[src/hw/rtl/lwps_pkg.sv]
// shared types and constants for the display window and pixel framer
// no dependencies; used by lwps_byte_sel and lcd_window_pixel_streamer
package lwps_pkg;

    localparam int COORD_BITS_DEF = 12;
    localparam int COUNT_BITS     = 25;
    localparam int BYTE_BITS      = 8;
    localparam int STEP_BITS      = 4;
    localparam int CFG_IDX_BITS   = 2;

    // register indexes on the configuration port
    localparam logic [CFG_IDX_BITS-1:0] CFG_COLUMN_CMD = 2'd0;
    localparam logic [CFG_IDX_BITS-1:0] CFG_ROW_CMD    = 2'd1;
    localparam logic [CFG_IDX_BITS-1:0] CFG_WRITE_CMD  = 2'd2;

    localparam logic [BYTE_BITS-1:0] COLUMN_CMD_RST = 8'h2A;
    localparam logic [BYTE_BITS-1:0] ROW_CMD_RST    = 8'h2B;
    localparam logic [BYTE_BITS-1:0] WRITE_CMD_RST  = 8'h2C;

    // byte positions within a window request
    localparam logic [STEP_BITS-1:0] STEP_CMD_COL = 4'd0;
    localparam logic [STEP_BITS-1:0] STEP_XS_HI   = 4'd1;
    localparam logic [STEP_BITS-1:0] STEP_XS_LO   = 4'd2;
    localparam logic [STEP_BITS-1:0] STEP_XE_HI   = 4'd3;
    localparam logic [STEP_BITS-1:0] STEP_XE_LO   = 4'd4;
    localparam logic [STEP_BITS-1:0] STEP_CMD_ROW = 4'd5;
    localparam logic [STEP_BITS-1:0] STEP_YS_HI   = 4'd6;
    localparam logic [STEP_BITS-1:0] STEP_YS_LO   = 4'd7;
    localparam logic [STEP_BITS-1:0] STEP_YE_HI   = 4'd8;
    localparam logic [STEP_BITS-1:0] STEP_YE_LO   = 4'd9;
    localparam logic [STEP_BITS-1:0] STEP_CMD_WR  = 4'd10;

    // byte positions within a pixel request
    localparam logic [STEP_BITS-1:0] STEP_RED     = 4'd0;
    localparam logic [STEP_BITS-1:0] STEP_GREEN   = 4'd1;
    localparam logic [STEP_BITS-1:0] STEP_BLUE    = 4'd2;

    typedef struct packed {
        logic [BYTE_BITS-1:0] link_byte;
        logic                 is_data;
        logic                 release_select;
        logic                 last_of_run;
        logic                 bad_window;
    } t_beat;

endpackage

[src/hw/rtl/lwps_byte_sel.sv]
// picks the link byte and its marks for the held request and byte position
// depends on lwps_pkg
module lwps_byte_sel #(
    parameter int COORD_BITS = lwps_pkg::COORD_BITS_DEF
) (
    input  logic                                i_pix,
    input  logic [lwps_pkg::STEP_BITS-1:0]      i_step,
    input  logic [COORD_BITS-1:0]               i_x_start,
    input  logic [COORD_BITS-1:0]               i_x_end,
    input  logic [COORD_BITS-1:0]               i_y_start,
    input  logic [COORD_BITS-1:0]               i_y_end,
    input  logic [4:0]                          i_red5,
    input  logic [5:0]                          i_green6,
    input  logic [4:0]                          i_blue5,
    input  logic [lwps_pkg::BYTE_BITS-1:0]      i_column_cmd,
    input  logic [lwps_pkg::BYTE_BITS-1:0]      i_row_cmd,
    input  logic [lwps_pkg::BYTE_BITS-1:0]      i_write_cmd,
    input  logic                                i_bad,
    input  logic                                i_final_pixel,
    output lwps_pkg::t_beat                     o_beat
);

    logic [15:0] w_xs;
    logic [15:0] w_xe;
    logic [15:0] w_ys;
    logic [15:0] w_ye;

    assign w_xs = 16'(i_x_start);
    assign w_xe = 16'(i_x_end);
    assign w_ys = 16'(i_y_start);
    assign w_ye = 16'(i_y_end);

    always_comb begin
        o_beat = '0;
        if (i_pix) begin
            o_beat.is_data = 1'b1;
            unique case (i_step)
                lwps_pkg::STEP_RED: begin
                    o_beat.link_byte = {i_red5, 3'b000};
                end
                lwps_pkg::STEP_GREEN: begin
                    o_beat.link_byte = {i_green6, 2'b00};
                end
                default: begin
                    o_beat.link_byte      = {i_blue5, 3'b000};
                    o_beat.last_of_run    = 1'b1;
                    o_beat.release_select = i_final_pixel;
                end
            endcase
        end else begin
            o_beat.bad_window = i_bad;
            o_beat.is_data    = 1'b1;
            unique case (i_step)
                lwps_pkg::STEP_CMD_COL: begin
                    o_beat.link_byte = i_column_cmd;
                    o_beat.is_data   = 1'b0;
                end
                lwps_pkg::STEP_XS_HI: o_beat.link_byte = w_xs[15:8];
                lwps_pkg::STEP_XS_LO: o_beat.link_byte = w_xs[7:0];
                lwps_pkg::STEP_XE_HI: o_beat.link_byte = w_xe[15:8];
                lwps_pkg::STEP_XE_LO: begin
                    o_beat.link_byte      = w_xe[7:0];
                    o_beat.release_select = 1'b1;
                end
                lwps_pkg::STEP_CMD_ROW: begin
                    o_beat.link_byte = i_row_cmd;
                    o_beat.is_data   = 1'b0;
                end
                lwps_pkg::STEP_YS_HI: o_beat.link_byte = w_ys[15:8];
                lwps_pkg::STEP_YS_LO: o_beat.link_byte = w_ys[7:0];
                lwps_pkg::STEP_YE_HI: o_beat.link_byte = w_ye[15:8];
                lwps_pkg::STEP_YE_LO: begin
                    o_beat.link_byte      = w_ye[7:0];
                    o_beat.release_select = 1'b1;
                end
                default: begin
                    o_beat.link_byte      = i_write_cmd;
                    o_beat.is_data        = 1'b0;
                    o_beat.release_select = 1'b1;
                    o_beat.last_of_run    = 1'b1;
                end
            endcase
        end
    end

endmodule

[src/hw/rtl/lcd_window_pixel_streamer.sv]
// display link framer: window requests become command/coordinate bytes,
// pixel requests become three data bytes, one per RGB565 colour field.
// Channels: s_axis takes one request per handshake, s_axis_tuser is the
// function (0 window, 1 pixel). m_axis gives one link byte per handshake,
// tuser carries the data/command mark, the select release and the bad
// window flag, tlast marks the final byte of a request.
// A taken request is first held; its first byte then loads the output
// register. Throughput: the output register loads one byte per cycle
// unless m_axis stalls; a window gives 11 bytes, a pixel 3 and a dropped
// pixel (count at zero) none; the next request is taken while the last
// byte of the current one loads. A window sends even when reversed, with
// the count forced to zero.
// Reset (synchronous, active low) clears the pixel count, the held request
// and the output, and restores the command bytes 0x2A, 0x2B and 0x2C.
// A stall on m_axis_tready holds the output byte and the held request
// (a dropped pixel still clears); while a request is held, new requests are
// refused until its last byte loads. Configuration writes are taken at any
// edge with i_cfg_we high and are meant for idle periods.
module lcd_window_pixel_streamer #(
    parameter int COORD_BITS = lwps_pkg::COORD_BITS_DEF
) (
    input  logic                               i_clk,
    input  logic                               i_rst_n,
    input  logic                               i_cfg_we,
    input  logic [lwps_pkg::CFG_IDX_BITS-1:0]  i_cfg_idx,
    input  logic [lwps_pkg::BYTE_BITS-1:0]     i_cfg_data,
    input  logic                               s_axis_tvalid,
    output logic                               s_axis_tready,
    // x_start, x_end, y_start, y_end, red5, green6, blue5, zero padding
    input  logic [((4*COORD_BITS+16+7)/8)*8-1:0] s_axis_tdata,
    // func
    input  logic                               s_axis_tuser,
    output logic                               m_axis_tvalid,
    input  logic                               m_axis_tready,
    // link_byte
    output logic [lwps_pkg::BYTE_BITS-1:0]     m_axis_tdata,
    // is_data, release_select, bad_window
    output logic [2:0]                         m_axis_tuser,
    output logic                               m_axis_tlast
);

    localparam int CB  = COORD_BITS;
    localparam int DW  = CB + 1;
    localparam int PW  = 2 * DW;
    localparam int NB  = lwps_pkg::COUNT_BITS;

    logic [lwps_pkg::BYTE_BITS-1:0] r_column_cmd;
    logic [lwps_pkg::BYTE_BITS-1:0] r_row_cmd;
    logic [lwps_pkg::BYTE_BITS-1:0] r_write_cmd;

    // held request
    logic                           r_hv;
    logic                           r_pix;
    logic [lwps_pkg::STEP_BITS-1:0] r_step;
    logic [CB-1:0]                  r_xs;
    logic [CB-1:0]                  r_xe;
    logic [CB-1:0]                  r_ys;
    logic [CB-1:0]                  r_ye;
    logic [4:0]                     r_red5;
    logic [5:0]                     r_green6;
    logic [4:0]                     r_blue5;
    logic                           r_bad;
    logic [DW-1:0]                  r_dx;
    logic [DW-1:0]                  r_dy;
    logic [PW-1:0]                  r_prod;
    logic [NB-1:0]                  r_pixels_left;

    // output register
    logic                           r_mv;
    lwps_pkg::t_beat                r_beat;

    logic [CB-1:0]                  w_in_xs;
    logic [CB-1:0]                  w_in_xe;
    logic [CB-1:0]                  w_in_ys;
    logic [CB-1:0]                  w_in_ye;
    logic                           w_in_bad;
    logic                           w_accept;
    logic                           w_out_free;
    logic                           w_drop;
    logic                           w_emit;
    logic                           w_done;
    logic                           w_final_pixel;
    logic [NB-1:0]                  w_count_sat;
    lwps_pkg::t_beat                w_beat;
    logic [NB-1:0]                  n_pixels_left;

    assign w_in_xs  = s_axis_tdata[0*CB +: CB];
    assign w_in_xe  = s_axis_tdata[1*CB +: CB];
    assign w_in_ys  = s_axis_tdata[2*CB +: CB];
    assign w_in_ye  = s_axis_tdata[3*CB +: CB];
    assign w_in_bad = (w_in_xe < w_in_xs) || (w_in_ye < w_in_ys);

    assign w_out_free    = !r_mv || m_axis_tready;
    assign w_drop        = r_hv && r_pix && (r_pixels_left == '0);
    assign w_emit        = r_hv && !w_drop && w_out_free;
    assign w_done        = w_drop || (w_emit && w_beat.last_of_run);
    assign s_axis_tready = !r_hv || w_done;
    assign w_accept      = s_axis_tvalid && s_axis_tready;
    assign w_final_pixel = (r_pixels_left == NB'(1));

    generate
        if (PW > NB) begin : g_sat
            assign w_count_sat = (|r_prod[PW-1:NB]) ? {NB{1'b1}} : r_prod[NB-1:0];
        end else begin : g_nosat
            assign w_count_sat = NB'(r_prod);
        end
    endgenerate

    lwps_byte_sel #(
        .COORD_BITS (COORD_BITS)
    ) u_byte_sel (
        .i_pix         (r_pix),
        .i_step        (r_step),
        .i_x_start     (r_xs),
        .i_x_end       (r_xe),
        .i_y_start     (r_ys),
        .i_y_end       (r_ye),
        .i_red5        (r_red5),
        .i_green6      (r_green6),
        .i_blue5       (r_blue5),
        .i_column_cmd  (r_column_cmd),
        .i_row_cmd     (r_row_cmd),
        .i_write_cmd   (r_write_cmd),
        .i_bad         (r_bad),
        .i_final_pixel (w_final_pixel),
        .o_beat        (w_beat)
    );

    // count loads on the write command byte (zero for a bad window), counts down on the blue byte
    always_comb begin
        n_pixels_left = r_pixels_left;
        if (w_emit && w_beat.last_of_run) begin
            if (r_pix) begin
                n_pixels_left = r_pixels_left - NB'(1);
            end else if (r_bad) begin
                n_pixels_left = '0;
            end else begin
                n_pixels_left = w_count_sat;
            end
        end
    end

    always_ff @(posedge i_clk) begin
        if (!i_rst_n) begin
            r_column_cmd <= lwps_pkg::COLUMN_CMD_RST;
            r_row_cmd    <= lwps_pkg::ROW_CMD_RST;
            r_write_cmd  <= lwps_pkg::WRITE_CMD_RST;
        end else if (i_cfg_we) begin
            unique case (i_cfg_idx)
                lwps_pkg::CFG_COLUMN_CMD: r_column_cmd <= i_cfg_data;
                lwps_pkg::CFG_ROW_CMD:    r_row_cmd    <= i_cfg_data;
                lwps_pkg::CFG_WRITE_CMD:  r_write_cmd  <= i_cfg_data;
                default: begin
                end
            endcase
        end
    end

    always_ff @(posedge i_clk) begin
        if (!i_rst_n) begin
            r_hv          <= 1'b0;
            r_pix         <= 1'b0;
            r_step        <= '0;
            r_pixels_left <= '0;
            r_mv          <= 1'b0;
        end else begin
            r_pixels_left <= n_pixels_left;
            if (w_accept) begin
                r_hv   <= 1'b1;
                r_pix  <= s_axis_tuser;
                r_step <= '0;
            end else if (w_done) begin
                r_hv   <= 1'b0;
                r_step <= '0;
            end else if (w_emit) begin
                r_step <= r_step + lwps_pkg::STEP_BITS'(1);
            end
            if (w_emit) begin
                r_mv <= 1'b1;
            end else if (m_axis_tready) begin
                r_mv <= 1'b0;
            end
        end
    end

    // payload registers
    always_ff @(posedge i_clk) begin
        if (w_accept) begin
            r_xs     <= w_in_xs;
            r_xe     <= w_in_xe;
            r_ys     <= w_in_ys;
            r_ye     <= w_in_ye;
            r_red5   <= s_axis_tdata[4*CB +: 5];
            r_green6 <= s_axis_tdata[4*CB+5 +: 6];
            r_blue5  <= s_axis_tdata[4*CB+11 +: 5];
            r_bad    <= w_in_bad;
            r_dx     <= DW'(w_in_xe) - DW'(w_in_xs) + DW'(1);
            r_dy     <= DW'(w_in_ye) - DW'(w_in_ys) + DW'(1);
        end
        // product settles long before the write command byte
        r_prod <= PW'(r_dx) * PW'(r_dy);
        if (w_emit) begin
            r_beat <= w_beat;
        end
    end

    assign m_axis_tvalid = r_mv;
    assign m_axis_tdata  = r_beat.link_byte;
    assign m_axis_tuser  = {r_beat.bad_window, r_beat.release_select, r_beat.is_data};
    assign m_axis_tlast  = r_beat.last_of_run;

endmodule
[config.mk]
export PLATFORM = sky130hd
export DESIGN_NAME = lcd_window_pixel_streamer
export DESIGN_NICKNAME = d
export VERILOG_FILES = /design/src/hw/rtl/lwps_pkg.sv /design/src/hw/rtl/lwps_byte_sel.sv /design/src/hw/rtl/lcd_window_pixel_streamer.sv
export SDC_FILE = /design/constraint.sdc
export NUM_CORES = 1
export LEC_CHECK = 0
export CORE_UTILIZATION = 55
export CTS_CLUSTER_SIZE = 25
export DETAILED_ROUTE_END_ITERATION = 8
export DONT_BUFFER_PORTS = 1
export PLACE_DENSITY = 0.7
export SLEW_MARGIN = 10
export SYNTH_ARGS = -nofsm -noshare
export SYNTH_HDL_FRONTEND = slang
export SYNTH_SLANG_ARGS = --single-unit
[constraint.sdc]
create_clock -name i_clk -period 8.95 [get_ports i_clk]
set_input_delay 1.3425 -clock i_clk [delete_from_list [all_inputs] [get_ports i_clk]]
set_output_delay 1.3425 -clock i_clk [all_outputs]
set_load 0.02 [all_outputs]
# == Word level (Yosys, flattened, before mapping) ==
# Index checks and enable logic that the tools add are counted.
# classes
add_sub_neg,6
multipliers,1
order_cmp,2
eq_ne,12
mux,14
n_bitwise,1
reduce_logical,26
# op_table
operator,n
$pmux 8 s10,1
$mux 25,3
$add 13x1->13 const B,2
$mul 13x13->26,1
$sub 12x12->13,2
$eq 25x1->1 const B,1
$logic_not 25->1,1
$sub 25x1->25 const B,1
$lt 12x12->1,2
$eq 4x3->1 const B,4
$pmux 8 s2,1
$reduce_or 8->1,2
$mux 11,1
$reduce_or 10->1,1
$eq 4x2->1 const B,2
$eq 4x4->1 const B,2
$mux 1,7
$logic_and 1x1->1,6
$reduce_and 2->1,3
$add 4x1->4 const B,1
$eq 4x1->1 const B,1
$logic_not 4->1,1
$logic_or 1x1->1,4
$reduce_bool 2->1,2
other kinds (8),10
# word_totals
reg_bits,185
input_bits,80
output_inout_bits,14
wordCells,86

# == Logic depth before layout (Yosys ltp) ==
# depth
word_depth,10
ltp_mapped,20
ltp_nobuf,18

# == Hierarchy ==
# A second synthesis with hierarchy kept.
# unflattened
hier_cells,1570
area_unflattened_um2,15110.7
# by_module_without_submodules
mod,n_inst,cells_per_inst,area_per_inst_um2,seq_area_each_um2
lcd_window_pixel_streamer,1,1412,13982.2,4734.5
lwps_byte_sel,1,158,1128.6,0.0

# == Worst setup path before layout ==
# OpenSTA, ideal clock, no wires.
# synth_path
kind,register to register
from,register r_dy[1]
to,register r_prod[24]
setup_time_ns,0.072
t_arrival_ns,5.180
t_required_ns,8.878
setup_slack_ns,3.698
stages_incl_launch_ff,19
n_path_buf,1
synth_period_minus_slack_ns,5.252
path_cell_list,edfxtp_1 -> clkbuf_1 -> and2_1 -> fa_1 -> inv_1 -> fa_1 -> inv_1 -> fa_1 -> inv_1 -> fa_1 -> fa_1 -> inv_1 -> ha_1 -> a211o_1 -> a311o_1 -> a31oi_4 -> o21ai_0 -> a311oi_1 -> xnor2_1
# synth_between
elab_chain_len,1
# synth_rtl
item,line,text
"start, declared",lcd_window_pixel_streamer.sv:64,logic [DW-1:0] r_dy;
"start signal, assigned",lcd_window_pixel_streamer.sv:198,r_dy <= DW'(w_in_ye) - DW'(w_in_ys) + DW'(1);
$mul 13x13->26,lcd_window_pixel_streamer.sv:201,r_prod <= PW'(r_dx) * PW'(r_dy);
"end signal, assigned",lcd_window_pixel_streamer.sv:201,
"end, declared",lcd_window_pixel_streamer.sv:65,logic [PW-1:0] r_prod;
# No other way between the ends.
# A chain may end at the register's enable or synchronous reset.

# == Worst setup path after layout ==
# layout_path
from,register r_dx[7]
to,register r_prod[24]
# layout_between
elab_chain_len,1
# layout_rtl
item,line,text
"start, declared",lcd_window_pixel_streamer.sv:63,logic [DW-1:0] r_dx;
"start signal, assigned",lcd_window_pixel_streamer.sv:197,r_dx <= DW'(w_in_xe) - DW'(w_in_xs) + DW'(1);
$mul 13x13->26,lcd_window_pixel_streamer.sv:201,
# No other way between the ends.

==> out/metrics.cfg <==
[worst_setup_path]
required_ps = 9300
cp_top_family = adder cells
crit_path_max_incr_delay_ps = 610
worstSetupPathType = reg2reg
cpMaxStageDelayCell = edfxtp_1
crit_chain = and2_1 -> fa_1 -> inv_1 -> fa_1 -> inv_1 -> fa_1 -> inv_1 -> fa_1 -> fa_1 -> inv_1 -> ha_1 -> a211o_1 -> a311o_1 -> a31oi_4 -> o21ai_0 -> a311oi_1 -> xnor2_1
worst_setup_path_start_kind = register
arrival_ps = 6040
crit_buf_inv = 4
cp-end-kind = register
cp_max_fo = 13
cp_common_cell = fa_1

[yosys]
ys_types = 72
synth_area_leaders = edfxtp_1 21%, fa_1 18%, dfxtp_1 11%
syn-num-nets = 1883
syn_inst = 1543
ys_seq_area_share_pct = 31.9
yosys_warnings = 0
netlist_area_um2 = 14800
synth_ff_type = edfxtp_1
syn_area_per_cell_um2 = 9.61
yosysTopAreaCell = edfxtp_1
synthArstFlopShare_pct = 0
synthDominantCellAreaShare_pct = 20.9
ys_seq_elements = 185
synth_edf_count = 103

[placed_design]
dpl.hpwl_um = 27500
gp_congestion = 0.921
placement.io_buffers = 0
dpl-instance-area_um2 = 15000

[clock_network]
cts-buffers-inserted = 17
post_cts_resized = 0
clockBufferDepth = 2
cts.sinks = 185
worstSkewPairLatency_ps = 440
cts_tree = built
cts_setup_buffers = 0
h-tree-depth = 4
clk_pin_slew_worst_paths_ps = 80
cts_root_buffer = clkbuf_16
ctsHoldBuffers = 0

[routing]
highest_layer = met4
ant_nets = 0
drtPass1Iterations = 7
wl_per_cell_um = 19.1
dr_wl_met2_um = 17000
wl_met1_um = 14700
met3_length_um = 2680
drtIter0Drc = 844
vias = 10800
drc = 0
viasPerCell = 5.85
wirelength_um = 35300

[cells_and_area]
syn_to_final_growth_pct = 5.19
finalInstanceArea_um2 = 15600
n_antenna_cell = 0
mostFrequentLayoutCells = 266 x inv_1, 158 x nand2_1, 133 x fa_1
final_common_cell = inv_1
fin_util_pct = 59.3
layout.nets = 1841
final_layout_size_suffix_gt1_share_pct = 3.43
fill_cells = 2260

[sta]
finalSetupViolCount = 0
rsz0062_at_grt = false
drv_slew = 0
finalSetupTns_ps = 0
fin_crit_ps = 5690
slew_headroom_pct = 23.8
worst_pin_slew_ps = 1140
clock_skew_ps = 22.1
fmax_mhz = 176
fin_worst_hold_slack_ps = 472
hold_violations = 0
finalCritPeriodShare_pct = 63.5

[floorplanning]
fp-row-count = 59
die_w_um = 166
fp.coreArea_um2 = 26300
io_pins = 94
die_area_um2 = 27600
start_util_pct = 56.4
die_h_um = 166

[min_path]
hold_class = reg2reg

[global_route]
globalRoute.totalOverflow = 0
grt_max_degree = 75
grtUsageTotal_pct = 26.6
grt_pass1_wl_um = 57500
grt_antenna_before_repair = 0
grt_pass1_vias = 11000

[flow_run]
drv_cap = 0

[run_status]
outcome = finished, final reports clean

cells by family (layout without fill, tap and decap cells):
| kind of cell | Yosys count | count (layout) | synth area share (%) |
|---|---|---|---|
| flops | 185 | 185 | 31.9 |
| buf+inv | 335 | 306 | 8.65 |
| fa+ha+maj | 261 | 261 | 28.7 |
| compound gates | 286 | 286 | 12.9 |
| simple gates | 411 | 411 | 13.7 |
| mux | 22 | 22 | 1.49 |
| xor+xnor | 43 | 43 | 2.54 |
metrics by stage:
| stage | worst slack [ps] | std cells |
|---|---|---|
| after global routing | 2990 | 1849 |
| after global placement | 3410 | 1817 |
| after CTS | 3290 | 1849 |
| after floorplan | 3700 | 1543 |
| final | 3260 | 1849 |
| after detailed placement | 3330 | 1817 |
per-layer routing:
metal	vias to the layer above	global-route usage (%)
li1	5040	-
met1	5307	34.3
met2	409	45.0
met3	58	5.65
met4	0	7.96
met5	-	0
final timing paths:
kind	slack (ps)	startpoint	cells after the start	endpoint
worst max-delay path	3260	r_dx[7]	17	r_prod[24]
worst min register to register	470	r_row_cmd[4]	2	r_row_cmd[4]
worst max register to register	3260	r_dx[7]	17	r_prod[24]
worst min-delay path	470	r_row_cmd[4]	2	r_row_cmd[4]
worst register-to-register path, cell delays in order (launching register included):
cell	delay, ps
edfxtp_1	610
and2_1	280
fa_1	530
inv_1	50
fa_1	470
inv_1	60
fa_1	500
inv_1	60
fa_1	490
fa_1	490
inv_1	40
ha_1	360
a211o_1	340
a311o_1	380
a31oi_4	260
o21ai_0	190
a311oi_1	350
xnor2_1	150
final cells by class:
type,count,area (um^2),area share (%)
clock inverter,14,146,0.939
sequential,185,4730,30.4
tap,335,419,2.69
inverter,269,1010,6.48
clock buffer,18,439,2.82
timing repair buffer,5,37.5,0.241
multi-input combinational,1023,8810,56.5
state kept, by name (all words and copies together), names as in the netlist, 3 cells and up:
name	flops
r_write_cmd	8
r_row_cmd	8
r_red5	5
r_blue5	5
r_dx	13
r_dy	13
r_green6	6
r_xe	12
r_ye	12
r_xs	12
r_prod	26
m_axis_tdata	8
m_axis_tuser	3
r_pixels_left	25
r_step	4
r_ys	12
r_column_cmd	8
cells in the mapped netlist, types with 4 or more instances:
library cell and number:
inv_1 266, a31oi_1 15, o211ai_1 16, nand2b_1 7, a311oi_1 4, nand4_1 7, o21a_1 10, a21oi_1 67
edfxtp_1 103, and2_1 81, o31a_1 5, o21bai_1 6, a21o_1 16, nor3_1 17, a222oi_1 5, fa_1 133
a221oi_1 8, o31ai_1 7, or3_1 12, o22ai_1 7, clkbuf_1 55, nand3_1 17, mux2i_1 21, nor2b_1 10
buf_2 5, o2bb2ai_1 4, a211oi_1 10, and3_1 10, nand2_1 158, o21ai_0 52, a21boi_0 6, dfxtp_1 82
nor2_1 69, a22oi_1 20, ha_1 127, xor2_1 13, xnor2_1 30
Power is left out: the tool's default activity adds up to more than one toggle a clock period on the data nets, which glitch-free logic cannot reach.
